--- src/design/sorted_key_table_defines.svh ---
// assertion macros for the sorted key table
// no dependencies; included by the top level only
`ifndef SORTED_KEY_TABLE_DEFINES_SVH
`define SORTED_KEY_TABLE_DEFINES_SVH

`ifndef SYNTH
// same-cycle implication
`define SKT_ASSERT_IMPL(label, clk, rst, ante, cons) \
  label: assert property (@(posedge clk) disable iff (rst) (ante) |-> (cons)) \
    else $error("sorted_key_table check failed");
// next-cycle implication
`define SKT_ASSERT_NEXT(label, clk, rst, ante, cons) \
  label: assert property (@(posedge clk) disable iff (rst) (ante) |=> (cons)) \
    else $error("sorted_key_table check failed");
`else
`define SKT_ASSERT_IMPL(label, clk, rst, ante, cons)
`define SKT_ASSERT_NEXT(label, clk, rst, ante, cons)
`endif

`endif

--- src/design/skt_pkg.sv ---
// types and constants shared by the sorted key table modules
// no dependencies
package skt_pkg;

  localparam int CODE_W     = 20;  // code field width
  localparam int POS_W      = 7;   // position / index field width
  localparam int STATUS_W   = 2;
  localparam int CAPACITY_D = 64;
  localparam int CODE_BITS_D = 20;
  localparam int GROUP      = 8;   // cells per first-level reduction group

  typedef enum logic {
    CMD_SEARCH = 1'b0,
    CMD_INSERT = 1'b1
  } cmd_t;

  typedef enum logic [STATUS_W-1:0] {
    ST_OK   = 2'd0,
    ST_BAD  = 2'd1,
    ST_FULL = 2'd2
  } status_t;

  typedef enum logic [1:0] {
    S_IDLE,
    S_CMP,
    S_RED,
    S_FIN
  } state_t;

  typedef struct packed {
    cmd_t              cmd;
    logic [CODE_W-1:0] code;
    logic [POS_W-1:0]  position;
  } req_t;

  typedef struct packed {
    logic             found;
    logic [POS_W-1:0] index;
    status_t          status;
  } rsp_t;

  // per-cell compare results handed to the reduction
  typedef struct packed {
    logic eq;    // used entry equals the key
    logic viol;  // insert would break ordering at this cell
  } cell_flag_t;

endpackage

--- src/design/skt_cell.sv ---
// one table entry: holds a code, compares it to the broadcast key,
// shifts up from its lower neighbor on insert; uses skt_pkg
module skt_cell
  import skt_pkg::*;
#(
  parameter int IDX    = 0,
  parameter int CODE_B = CODE_BITS_D,
  parameter int CNT_W  = 7,
  parameter int PW     = 7
) (
  input  logic              clk,
  input  logic [CODE_B-1:0] key,
  input  logic [PW-1:0]     pos,
  input  logic [CNT_W-1:0]  count,
  input  logic              shift_en,
  input  logic [CODE_B-1:0] prev_code,
  output logic [CODE_B-1:0] code,
  input  logic              next_lt,
  output logic              lt,
  output logic [CNT_W-1:0]  idx,
  output cell_flag_t        flags
);

  logic used;
  logic lt_raw;
  logic gt_raw;
  logic at_pos;
  logic below_pos;

  assign used      = count > CNT_W'(IDX);
  assign lt_raw    = code < key;
  assign gt_raw    = code > key;
  assign at_pos    = pos == PW'(IDX);
  assign below_pos = pos == PW'(IDX + 1);

  always_ff @(posedge clk) begin
    lt         <= used && lt_raw;
    flags.eq   <= used && !lt_raw && !gt_raw;
    // entry below the position must be smaller, entry at it must be larger
    flags.viol <= (below_pos && !lt_raw) || (at_pos && used && !gt_raw);
    if (shift_en) begin
      if (at_pos) begin
        code <= key;
      end else if (pos < PW'(IDX)) begin
        code <= prev_code;
      end
    end
  end

  // last cell below the key marks the boundary of the sorted run
  assign idx = (lt && !next_lt) ? CNT_W'(IDX + 1) : '0;

endmodule

--- src/design/skt_reduce.sv ---
// two-level or-reduction of the per-cell results: registered groups,
// then a final combine; uses skt_pkg
module skt_reduce
  import skt_pkg::*;
#(
  parameter int N     = CAPACITY_D,
  parameter int CNT_W = 7
) (
  input  logic             clk,
  input  logic [CNT_W-1:0] idx_in [N],
  input  cell_flag_t       flag_in [N],
  output logic [CNT_W-1:0] idx_out,
  output cell_flag_t       flag_out
);

  localparam int NGRP = (N + GROUP - 1) / GROUP;

  logic [CNT_W-1:0] grp_idx [NGRP];
  cell_flag_t       grp_flag [NGRP];

  for (genvar g = 0; g < NGRP; g++) begin : g_grp
    logic [CNT_W-1:0] idx_or;
    cell_flag_t       flag_or;

    always_comb begin
      idx_or  = '0;
      flag_or = '0;
      for (int k = 0; k < GROUP; k++) begin
        if (g * GROUP + k < N) begin
          idx_or  = idx_or | idx_in[g * GROUP + k];
          flag_or = flag_or | flag_in[g * GROUP + k];
        end
      end
    end

    always_ff @(posedge clk) begin
      grp_idx[g]  <= idx_or;
      grp_flag[g] <= flag_or;
    end
  end

  always_comb begin
    idx_out  = '0;
    flag_out = '0;
    for (int g = 0; g < NGRP; g++) begin
      idx_out  = idx_out | grp_idx[g];
      flag_out = flag_out | grp_flag[g];
    end
  end

endmodule

--- src/design/sorted_key_table.sv ---
// channel | direction | payload | handshake
// req     | in        | req_t   | req_valid / req_ready
// rsp     | out       | rsp_t   | rsp_valid / rsp_ready
//
// each transaction runs through accept, compare in every cell, group
// reduction, final combine with result write and table shift on insert.
// one transaction is in flight at a time; the next is taken while a result waits.
// a stalled rsp holds the block in its last step until the result slot frees.
// rst is synchronous; it empties the table (count to zero), no clearing pass.
// depends on skt_pkg, skt_cell, skt_reduce and sorted_key_table_defines.svh
`include "sorted_key_table_defines.svh"

module sorted_key_table
  import skt_pkg::*;
#(
  parameter int CAPACITY  = CAPACITY_D,
  parameter int CODE_BITS = CODE_BITS_D
) (
  input  logic clk,
  input  logic rst,
  input  logic req_valid,
  output logic req_ready,
  input  req_t req,
  output logic rsp_valid,
  input  logic rsp_ready,
  output rsp_t rsp
);

  localparam int CNT_W = $clog2(CAPACITY + 1);
  localparam int PW    = (CNT_W > POS_W) ? CNT_W : POS_W;

  state_t state, state_next;
  logic   fin_go;
  logic   commit;

  req_t             req_q;
  logic [CNT_W-1:0] count;

  logic [CODE_BITS-1:0] key;
  logic [PW-1:0]        pos_ext;

  logic [CODE_BITS-1:0] code_vec [CAPACITY];
  logic                 lt_vec [CAPACITY];
  logic [CNT_W-1:0]     idx_vec [CAPACITY];
  cell_flag_t           flag_vec [CAPACITY];

  logic [CNT_W-1:0] idx_any;
  cell_flag_t       flag_any;
  status_t          ins_status;
  rsp_t             rsp_next;

  assign key     = CODE_BITS'(req_q.code);
  assign pos_ext = PW'(req_q.position);

  // state machine
  always_ff @(posedge clk) begin
    if (rst) begin
      state <= S_IDLE;
    end else begin
      state <= state_next;
    end
  end

  always_comb begin
    state_next = state;
    case (state)
      S_IDLE: if (req_valid) state_next = S_CMP;
      S_CMP:  state_next = S_RED;
      S_RED:  state_next = S_FIN;
      S_FIN:  if (fin_go) state_next = S_IDLE;
      default: state_next = S_IDLE;
    endcase
  end

  always_comb begin
    req_ready = 1'b0;
    fin_go    = 1'b0;
    case (state)
      S_IDLE:  req_ready = 1'b1;
      S_FIN:   fin_go = !rsp_valid || rsp_ready;
      default: ;
    endcase
  end

  always_ff @(posedge clk) begin
    if (req_valid && req_ready) begin
      req_q <= req;
    end
  end

  // row of cells
  for (genvar i = 0; i < CAPACITY; i++) begin : g_cell
    logic [CODE_BITS-1:0] prev;
    logic                 nlt;

    if (i == 0) begin : g_first
      assign prev = key;
    end else begin : g_rest
      assign prev = code_vec[i - 1];
    end

    if (i == CAPACITY - 1) begin : g_last
      assign nlt = 1'b0;
    end else begin : g_mid
      assign nlt = lt_vec[i + 1];
    end

    skt_cell #(
      .IDX    (i),
      .CODE_B (CODE_BITS),
      .CNT_W  (CNT_W),
      .PW     (PW)
    ) u_cell (
      .clk       (clk),
      .key       (key),
      .pos       (pos_ext),
      .count     (count),
      .shift_en  (commit),
      .prev_code (prev),
      .code      (code_vec[i]),
      .next_lt   (nlt),
      .lt        (lt_vec[i]),
      .idx       (idx_vec[i]),
      .flags     (flag_vec[i])
    );
  end

  skt_reduce #(
    .N     (CAPACITY),
    .CNT_W (CNT_W)
  ) u_reduce (
    .clk      (clk),
    .idx_in   (idx_vec),
    .flag_in  (flag_vec),
    .idx_out  (idx_any),
    .flag_out (flag_any)
  );

  // order checks win over the full check
  always_comb begin
    if (pos_ext > PW'(count) || flag_any.viol) begin
      ins_status = ST_BAD;
    end else if (count == CNT_W'(CAPACITY)) begin
      ins_status = ST_FULL;
    end else begin
      ins_status = ST_OK;
    end
  end

  assign commit = fin_go && req_q.cmd == CMD_INSERT && ins_status == ST_OK;

  always_comb begin
    if (req_q.cmd == CMD_INSERT) begin
      rsp_next.found  = 1'b0;
      rsp_next.index  = req_q.position;
      rsp_next.status = ins_status;
    end else begin
      rsp_next.found  = flag_any.eq;
      rsp_next.index  = POS_W'(idx_any);
      rsp_next.status = ST_OK;
    end
  end

  always_ff @(posedge clk) begin
    if (rst) begin
      count     <= '0;
      rsp_valid <= 1'b0;
    end else begin
      if (commit) begin
        count <= count + CNT_W'(1);
      end
      if (fin_go) begin
        rsp_valid <= 1'b1;
      end else if (rsp_ready) begin
        rsp_valid <= 1'b0;
      end
    end
  end

  always_ff @(posedge clk) begin
    if (fin_go) begin
      rsp <= rsp_next;
    end
  end

  `SKT_ASSERT_IMPL(a_count_max, clk, rst, 1'b1, count <= CNT_W'(CAPACITY))
  `SKT_ASSERT_NEXT(a_count_inc, clk, rst, commit, count == $past(count) + CNT_W'(1))
  `SKT_ASSERT_IMPL(a_full_only, clk, rst, fin_go && rsp_next.status == ST_FULL, count == CNT_W'(CAPACITY))
  `SKT_ASSERT_IMPL(a_result_slot, clk, rst, fin_go, !rsp_valid || rsp_ready)

endmodule
--- config.mk ---
export PLATFORM = sky130hd
export DESIGN_NAME = sorted_key_table
export DESIGN_NICKNAME = d
export VERILOG_FILES = /design/src/design/skt_pkg.sv /design/src/design/skt_cell.sv /design/src/design/skt_reduce.sv /design/src/design/sorted_key_table.sv
export VERILOG_INCLUDE_DIRS = /design/src /design/src/design
export SDC_FILE = /design/constraint.sdc
export NUM_CORES = 2
export LEC_CHECK = 0
export ABC_AREA = 1
export BUFFER_PORTS_ARGS = -buffer_cell sky130_fd_sc_hd__buf_4
export CAP_MARGIN = 20
export CELL_PAD_IN_SITES_DETAIL_PLACEMENT = 2
export CELL_PAD_IN_SITES_GLOBAL_PLACEMENT = 2
export CORE_UTILIZATION = 40
export CTS_CLUSTER_SIZE = 16
export DETAILED_ROUTE_END_ITERATION = 7
export PLACE_DENSITY = 0.89
export SYNTH_ARGS = -nofsm -noshare
export SYNTH_HDL_FRONTEND = slang
export SYNTH_HIERARCHICAL = 1
export SYNTH_SLANG_ARGS = --single-unit
--- constraint.sdc ---
create_clock -name clk -period 12.3 [get_ports clk]
set_clock_uncertainty 0.2 [all_clocks]
set_input_delay 0.615 -clock clk [delete_from_list [all_inputs] [get_ports clk]]
set_output_delay 0.615 -clock clk [all_outputs]
set_load 0.05 [all_outputs]
After elaboration in Yosys (flattened, before gate mapping)

Memory sizes are Yosys's and may differ from the RTL's.
Index checks and enable logic that the tools add are counted.

Memories kept: 2
Bits in registers: 1520
RAM bits: 72
Logic and storage cells: 1764
Memory bits (read-only): 0
Input port bits: 32
Output and inout port bits: 12
Latch bits: 0

Memory list:

| memory            | words | bits a word | read ports | clocked after memory_dff | write ports | RTL line         | text |
|---|---|---|---|---|---|---|---|
| u_reduce.grp_idx  | 8     | 7           | 8          | 0                        | 8           | skt_reduce.sv:18 | `logic [CNT_W-1:0] grp_idx [NGRP];` |
| u_reduce.grp_flag | 8     | 2           | 8          | 0                        | 8           | skt_reduce.sv:19 | `cell_flag_t grp_flag [NGRP];` |

Reduce and logical (&&, ||, !) cells: 841
$add $sub $neg: 1
Magnitude comparators: 257
Bitwise logic cells: 126
Equality and inequality tests: 70
Multiply operators: 0
Div/mod/pow operators: 0
Mux-type cells: 202
Shift operators: 0

Operators with widths:

| cell                                                           | number |
|---|---|
| two-way mux 20 bit                                             | 128 |
| greater-than comparator 20 bit                                 | 64 |
| < comparator 20 bit                                            | 64 |
| logical AND 1 bit                                              | 450 |
| equality test 7 x 6 -> 1 bit (second input constant)           | 32 |
| greater-than comparator 7 x 6 -> 1 bit (second input constant) | 32 |
| < comparator 7 x 6 -> 1 bit (second input constant)            | 32 |
| zero test 1 bit                                                | 192 |
| two-way mux 6 bit                                              | 32 |
| OR 7 x 6 -> 7 bit                                              | 24 |
| AND reduction 2 bit                                            | 65 |
| nonzero test 2 bit                                             | 65 |
| OR 2 bit                                                       | 63 |
| equality test 7 x 5 -> 1 bit (second input constant)           | 16 |
| greater-than comparator 7 x 5 -> 1 bit (second input constant) | 16 |
| < comparator 7 x 5 -> 1 bit (second input constant)            | 16 |
| OR 7 x 5 -> 7 bit                                              | 12 |
| two-way mux 5 bit                                              | 16 |
| logical OR 1 bit                                               | 66 |
| equality test 7 x 4 -> 1 bit (second input constant)           | 8 |
| greater-than comparator 7 x 4 -> 1 bit (second input constant) | 8 |
| < comparator 7 x 4 -> 1 bit (second input constant)            | 8 |
| OR 7 bit                                                       | 8 |
| OR 7 x 4 -> 7 bit                                              | 6 |
| other kinds (30)                                               | 74 |

Depth between registers and ports, before layout

An unclocked memory read counts as a cell.

Depth after elaboration: 13
Depth in mapped cells: 13
Mapped depth without buffers: 13

Worst setup path before layout

Ideal clock, no wire load.

Path type: register to register
Start: register req_q (netlist bit pos_ext[1])
End: register g_cell[43].u_cell.code[0], enable pin
Library setup time: 507 ps
Stages on the path, launching flop included: 11
Arrival time: 7921 ps
Setup slack: 3671 ps
Path buffers: 0
Data required time: 11593 ps
Clock period less this slack: 8629 ps
Cells stage by stage: edfxtp_1 -> ha_1 -> nand3_1 -> nand2_1 -> nand2_1 -> nand2_1 -> nand2_2 -> nand3_2 -> inv_1 -> inv_1 -> a2111oi_0

Word-level cells in the longest chain between the ends: 6
Elaborated cells on any way between the ends: 9
Those cells by class: 2 x order compare; 1 x eq/ne; 1 x mux; 5 x reduce/logical

Ends and longest elaborated chain:

| element                              | RTL line                | text |
|---|---|---|
| start, declared                      | sorted_key_table.sv:36  | `req_t req_q;` |
| start signal, assigned               | sorted_key_table.sv:87  | `req_q <= req;` |
| greater-than comparator 7 bit        | sorted_key_table.sv:141 | `if (pos_ext > PW'(count) \|\| flag_any.viol) begin` |
| logical OR 1 bit                     | sorted_key_table.sv:141 |  |
| two-way mux 2 bit                    | sorted_key_table.sv:141 |  |
| zero test 2 bit                      | sorted_key_table.sv:150 | `assign commit = fin_go && req_q.cmd == CMD_INSERT && ins_status == ST_OK;` |
| logical AND 1 bit                    | sorted_key_table.sv:150 |  |
| net commit                           | sorted_key_table.sv:34  | `logic commit;` |
| AND reduction 2 bit (no source line) | --                      |  |
| end signal, assigned                 | skt_cell.sv:43          | `code <= key;` |
| end signal, assigned                 | skt_cell.sv:45          | `code <= prev_code;` |
| end, declared                        | skt_cell.sv:17          | `output logic [CODE_B-1:0] code,` |

The timed path passes the listed nets, and every way through them passes these cells.
A chain may end at the register's enable or synchronous reset.

Final worst setup path

Start: register count[6]
End: register g_cell[31].u_cell.code[4], enable pin

Word-level cells in the longest chain between the ends: 6
Elaborated cells on any way between the ends: 8
Those cells by class: 1 x order compare; 1 x eq/ne; 2 x mux; 4 x reduce/logical

Ends and longest elaborated chain:

| element                                                                     | RTL line                                         | text |
|---|---|---|
| start, declared                                                             | sorted_key_table.sv:37                           | `logic [CNT_W-1:0] count;` |
| start signal, assigned                                                      | sorted_key_table.sv:170                          | `count <= count + CNT_W'(1);` |
| greater-than comparator 7 bit / equality test 7 bit (equally long branches) | sorted_key_table.sv:141, sorted_key_table.sv:143 |  |
| logical OR 1 bit / two-way mux 2 bit (equally long branches)                | sorted_key_table.sv:141, sorted_key_table.sv:143 |  |
| two-way mux 2 bit *                                                         | sorted_key_table.sv:141                          |  |
| zero test 2 bit *                                                           | sorted_key_table.sv:150                          |  |
| logical AND 1 bit *                                                         | sorted_key_table.sv:150                          |  |
| net commit                                                                  | sorted_key_table.sv:34                           |  |
| AND reduction 2 bit (no source line) *                                      | --                                               |  |
| end signal, assigned                                                        | skt_cell.sv:43                                   |  |
| end signal, assigned                                                        | skt_cell.sv:45                                   |  |
| end, declared                                                               | skt_cell.sv:17                                   |  |

The timed path passes the listed nets; every way through them passes the cells marked *.

==> results.md <==
* Violated checks: max-capacitance violations, max-slew violations
* Comb pwr share at 31.4%
* Buf+Inv Stages, Crit Path at 5
* Total GRT Usage at 39.4%
* Row count at 193
* PwrDens at roughly 150 nW/µm²
* # setup viols final at 0
* Critical Path RT at ~13,000 ps
* Initial Utilization at between 40 and 50%
* Pint at about 10 mW
* Top_reg_cell synth: edfxtp_1
* Die footprint at between 200,000 and 300,000 µm²
* Clk buf depth at 4
* Largest net degree at the start of global routing at 94
* Ports at 44
* Worst Path Arrival at between 6000 and 7000 ps
* HP Start: rsp_ready
* Family with the most delay on the worst path: buffers and inverters
* Final cycle utilization of the critical path at between 50% and 60%
* HP Class: in2reg
* Crit path largest cell delay at a little over 1000 ps
* # nets final at between 15k and 20k
* Vias in the first global route at about 120k
* Leak at ~60 nW
* TritonRoute pass-1 iters at 6
* Crit path depth at 13
* Root buffer cell: clkbuf_16
* Most common cell in the synthesized netlist: nand2_1
* Outcome: complete, but fails checks
* Sequential area share after synthesis at 40.5%
* Final hold viol count at 0
* FF-to-FF path depth at 13
* DP Wirelength at about 300,000 µm
* Drt total wl at 633,000 µm
* CORE AREA at about 280,000 µm²
* Gr ovfl total at 0
* Clock power frac at between 30% and 40%
* Max IR drop VDD at roughly 110 µV
* Synth cell count leaders: nand2_1 (3,814), inv_1 (2,798), edfxtp_1 (1,318)
* Clk_lat worst skew at 980 ps
* Area Overhead vs Synth at 7.95%
* Post-synth EDFFs at 1,318
* Worst slew margin at -4.80%
* TritonCTS clock tree: built
* Aggregate negative setup slack at 0 ps
* Library cells used by synthesis at between 70 and 80
* RSZ-0062 raised after global routing: false
* Overall power at about 18 mW
* DIE HEIGHT at between 500 and 600 µm
* I/O Buffers at between 40 and 50
* Die Wd at roughly 530 µm
* Crit path top cell by count: nand2_1
* Antenna violations before repair at 38
* Wire per inst at ~36 µm
* Antenna-violating nets left at 0
* Worst-margin pin slew at roughly 1600 ps
* Via/cell ratio at around 6.3
* Gp weighted congestion at roughly 0.84
* Slowest-stage cell, CP: dfxtp_4
* Htree depth at 4
* Async S/R FF share, synth at 0%
* Slew Limit Fails at 4
* CP Launch Type: flop
* Yosys top cell area share at a little over a third
* Sw power at approximately 7.4 mW
* Cell area after synthesis at roughly 110,000 µm²
* Cell count after synthesis at approximately 14k
* RR Startpoint: count[6]$_SDFFE_PP0P_
* Syn. warnings at 6
* DRC errors left at 0
* Switching share of total power at roughly two fifths
* Worst Setup Path Type: reg2reg
* Max FO, Critical Path at between 60 and 70
* Peak Freq at ~0.16 GHz
* Layout cell share with drive strength beyond 1 at between 8 and 9%
* CTS buffer count at 200
* MaxCap Viol Count at 1
* Syn avg cell area at 8.11 µm²
* Post-CTS Setup Bufs at 0
* Worst setup path startpoint: count[6]$_SDFFE_PP0P_
* 1st-iter DRT viols at 13.2k
* Yosys top cell by area: edfxtp_1
* Synth area leaders: edfxtp_1 (36%), ha_1 (15%), nand2_1 (13%)
* Seq cells post-synth at roughly 1.6k
* Via count at between 100k and 150k
* CTS Sinks at about 1.6k
* Register share of total power at 33.4%
* Crit path time final at roughly 6300 ps
* First-pass GRT wire length at a little over 800,000 µm
* Clk slew on worst S/H paths at roughly 70 ps
* Hold Path Depth at 5
* CP cell instances: inv_1 > ha_1 > nand2_1 > nand2_1 > a21oi_2 > nand2_1 > nand2_2 > nand3_2 > inv_4 > buf_4 > inv_1 > nor2_1 > buf_4
* Crit path capture type: flop
-- sequential cells by signal (all words and copies together) (netlist names) --
register	cells
pos_ext	7
g_cell.prev	20
u_reduce/grp_idx	56
state	2
g_cell.u_cell/lt	64
g_cell.u_cell/flags	128
g_cell.u_cell/code	1280
rsp	10
req_q	1
u_reduce/grp_flag	16
rsp_valid	1
count	7
-- cells by family after synthesis --
logic type	share of synthesized area, %
other	0.219
buffers and inverters	13.9
and+or+nand+nor	20.2
muxes	0.469
adders and majority gates	14.5
DFF	40.5
AOI/OAI and AO/OA	10.1
-- worst min-delay path, cell delays in order --
cell     delay, ps
buf_4          120
inv_2           50
nand3_1         90
o21ai_0        290
a21oi_1        150
-- cells in the final DEF (no fill, tap or decap), types with 15 or more instances in the layout --
master         instances
dfxtp_1              267
nand3_1              103
buf_4                148
nand2_2               46
o21ai_2              342
inv_1               2797
nor3b_2               17
nand2_1             3814
o21ai_0              601
mux2_4                28
o21ai_1              330
nor3_1                36
clkinv_2              25
ha_1                1292
nor2_4                16
nand4_2               15
buf_8                 17
a21oi_1              491
clkbuf_16            201
diode_2               25
nor2_2                70
and2_1                66
nand3_2               55
nor2_1               908
nor3_2                16
a21o_1                70
edfxtp_1            1318
nand4_1               76
nor4_1                21
dlygate4sd3_1         31
a21boi_2              15
clkinv_1              60
conb_1               256
inv_2                 21
clkbuf_1              54
-- layout make-up --
cell class	instances	area [µm²]
inverters	2823	10600
fillers	30900	156000
repair buffers	218	2120
well taps	3705	4640
multi-input cells	8852	51600
clock buffers	264	5360
diodes	25	62.6
flip-flops and latches	1592	45100
clock inverters	100	713
-- power groups by stage --
stage               clock network (mW)  logic (mW)  registers [mW]
floorplan                            0        2.48            6.32
global placement                     0        3.83            6.06
detailed placement                   0        4.36            6.07
CTS                               6.14        4.90            5.96
global route                      6.46        5.68            5.98
finish                            6.31        5.63            5.98
-- path summary, 6_finish.rpt --
check                                          to  slack (ps)
max           g_cell[31].u_cell/code[4]$_DFFE_PP_        6030
min                         state[1]$_SDFFE_PP0P_         180
max reg2reg   g_cell[31].u_cell/code[4]$_DFFE_PP_        6030
min reg2reg  g_cell[58].u_cell/code[16]$_DFFE_PP_         330
-- metrics by stage --
| stage | setup slack (ps) | area, µm² | utilization (%) | instances | hold WS (ps) |
|---|---|---|---|---|---|
| 2_1_floorplan | 3670 | 112000 | - | 13900 | 251 |
| 3_3_place_gp | 7230 | 113000 | 40.9 | 17100 | 267 |
| 3_5_place_dp | 6960 | 113000 | 40.9 | 17100 | 289 |
| 4_1_cts | 6560 | 120000 | 43.2 | 17500 | 55.6 |
| 5_1_grt | 6170 | 120000 | 43.4 | 17600 | 195 |
| 6_report | 6030 | 120000 | 43.5 | 17600 | 178 |
-- routing by layer --
| layer | GRT usage (%) | wire length (µm) | up-vias |
|---|---|---|---|
| met2 | 67.5 | 293000 | 8640 |
| met4 | 31.5 | 68400 | 54 |
| li1 | - | - | 42900 |
| met1 | 41.9 | 209000 | 54400 |
| met5 | 0 | 410 | - |
| met3 | 8.20 | 60700 | 4207 |
-- repair_timing --
action                                  in CTS  in global routing
endpoints found under the setup margin       0                  0
resized for setup                            0                  0
hold buffers                                31                  0
hold endpoints to repair                    34                  0
No activity file was read; power rests on OpenSTA's default activity.
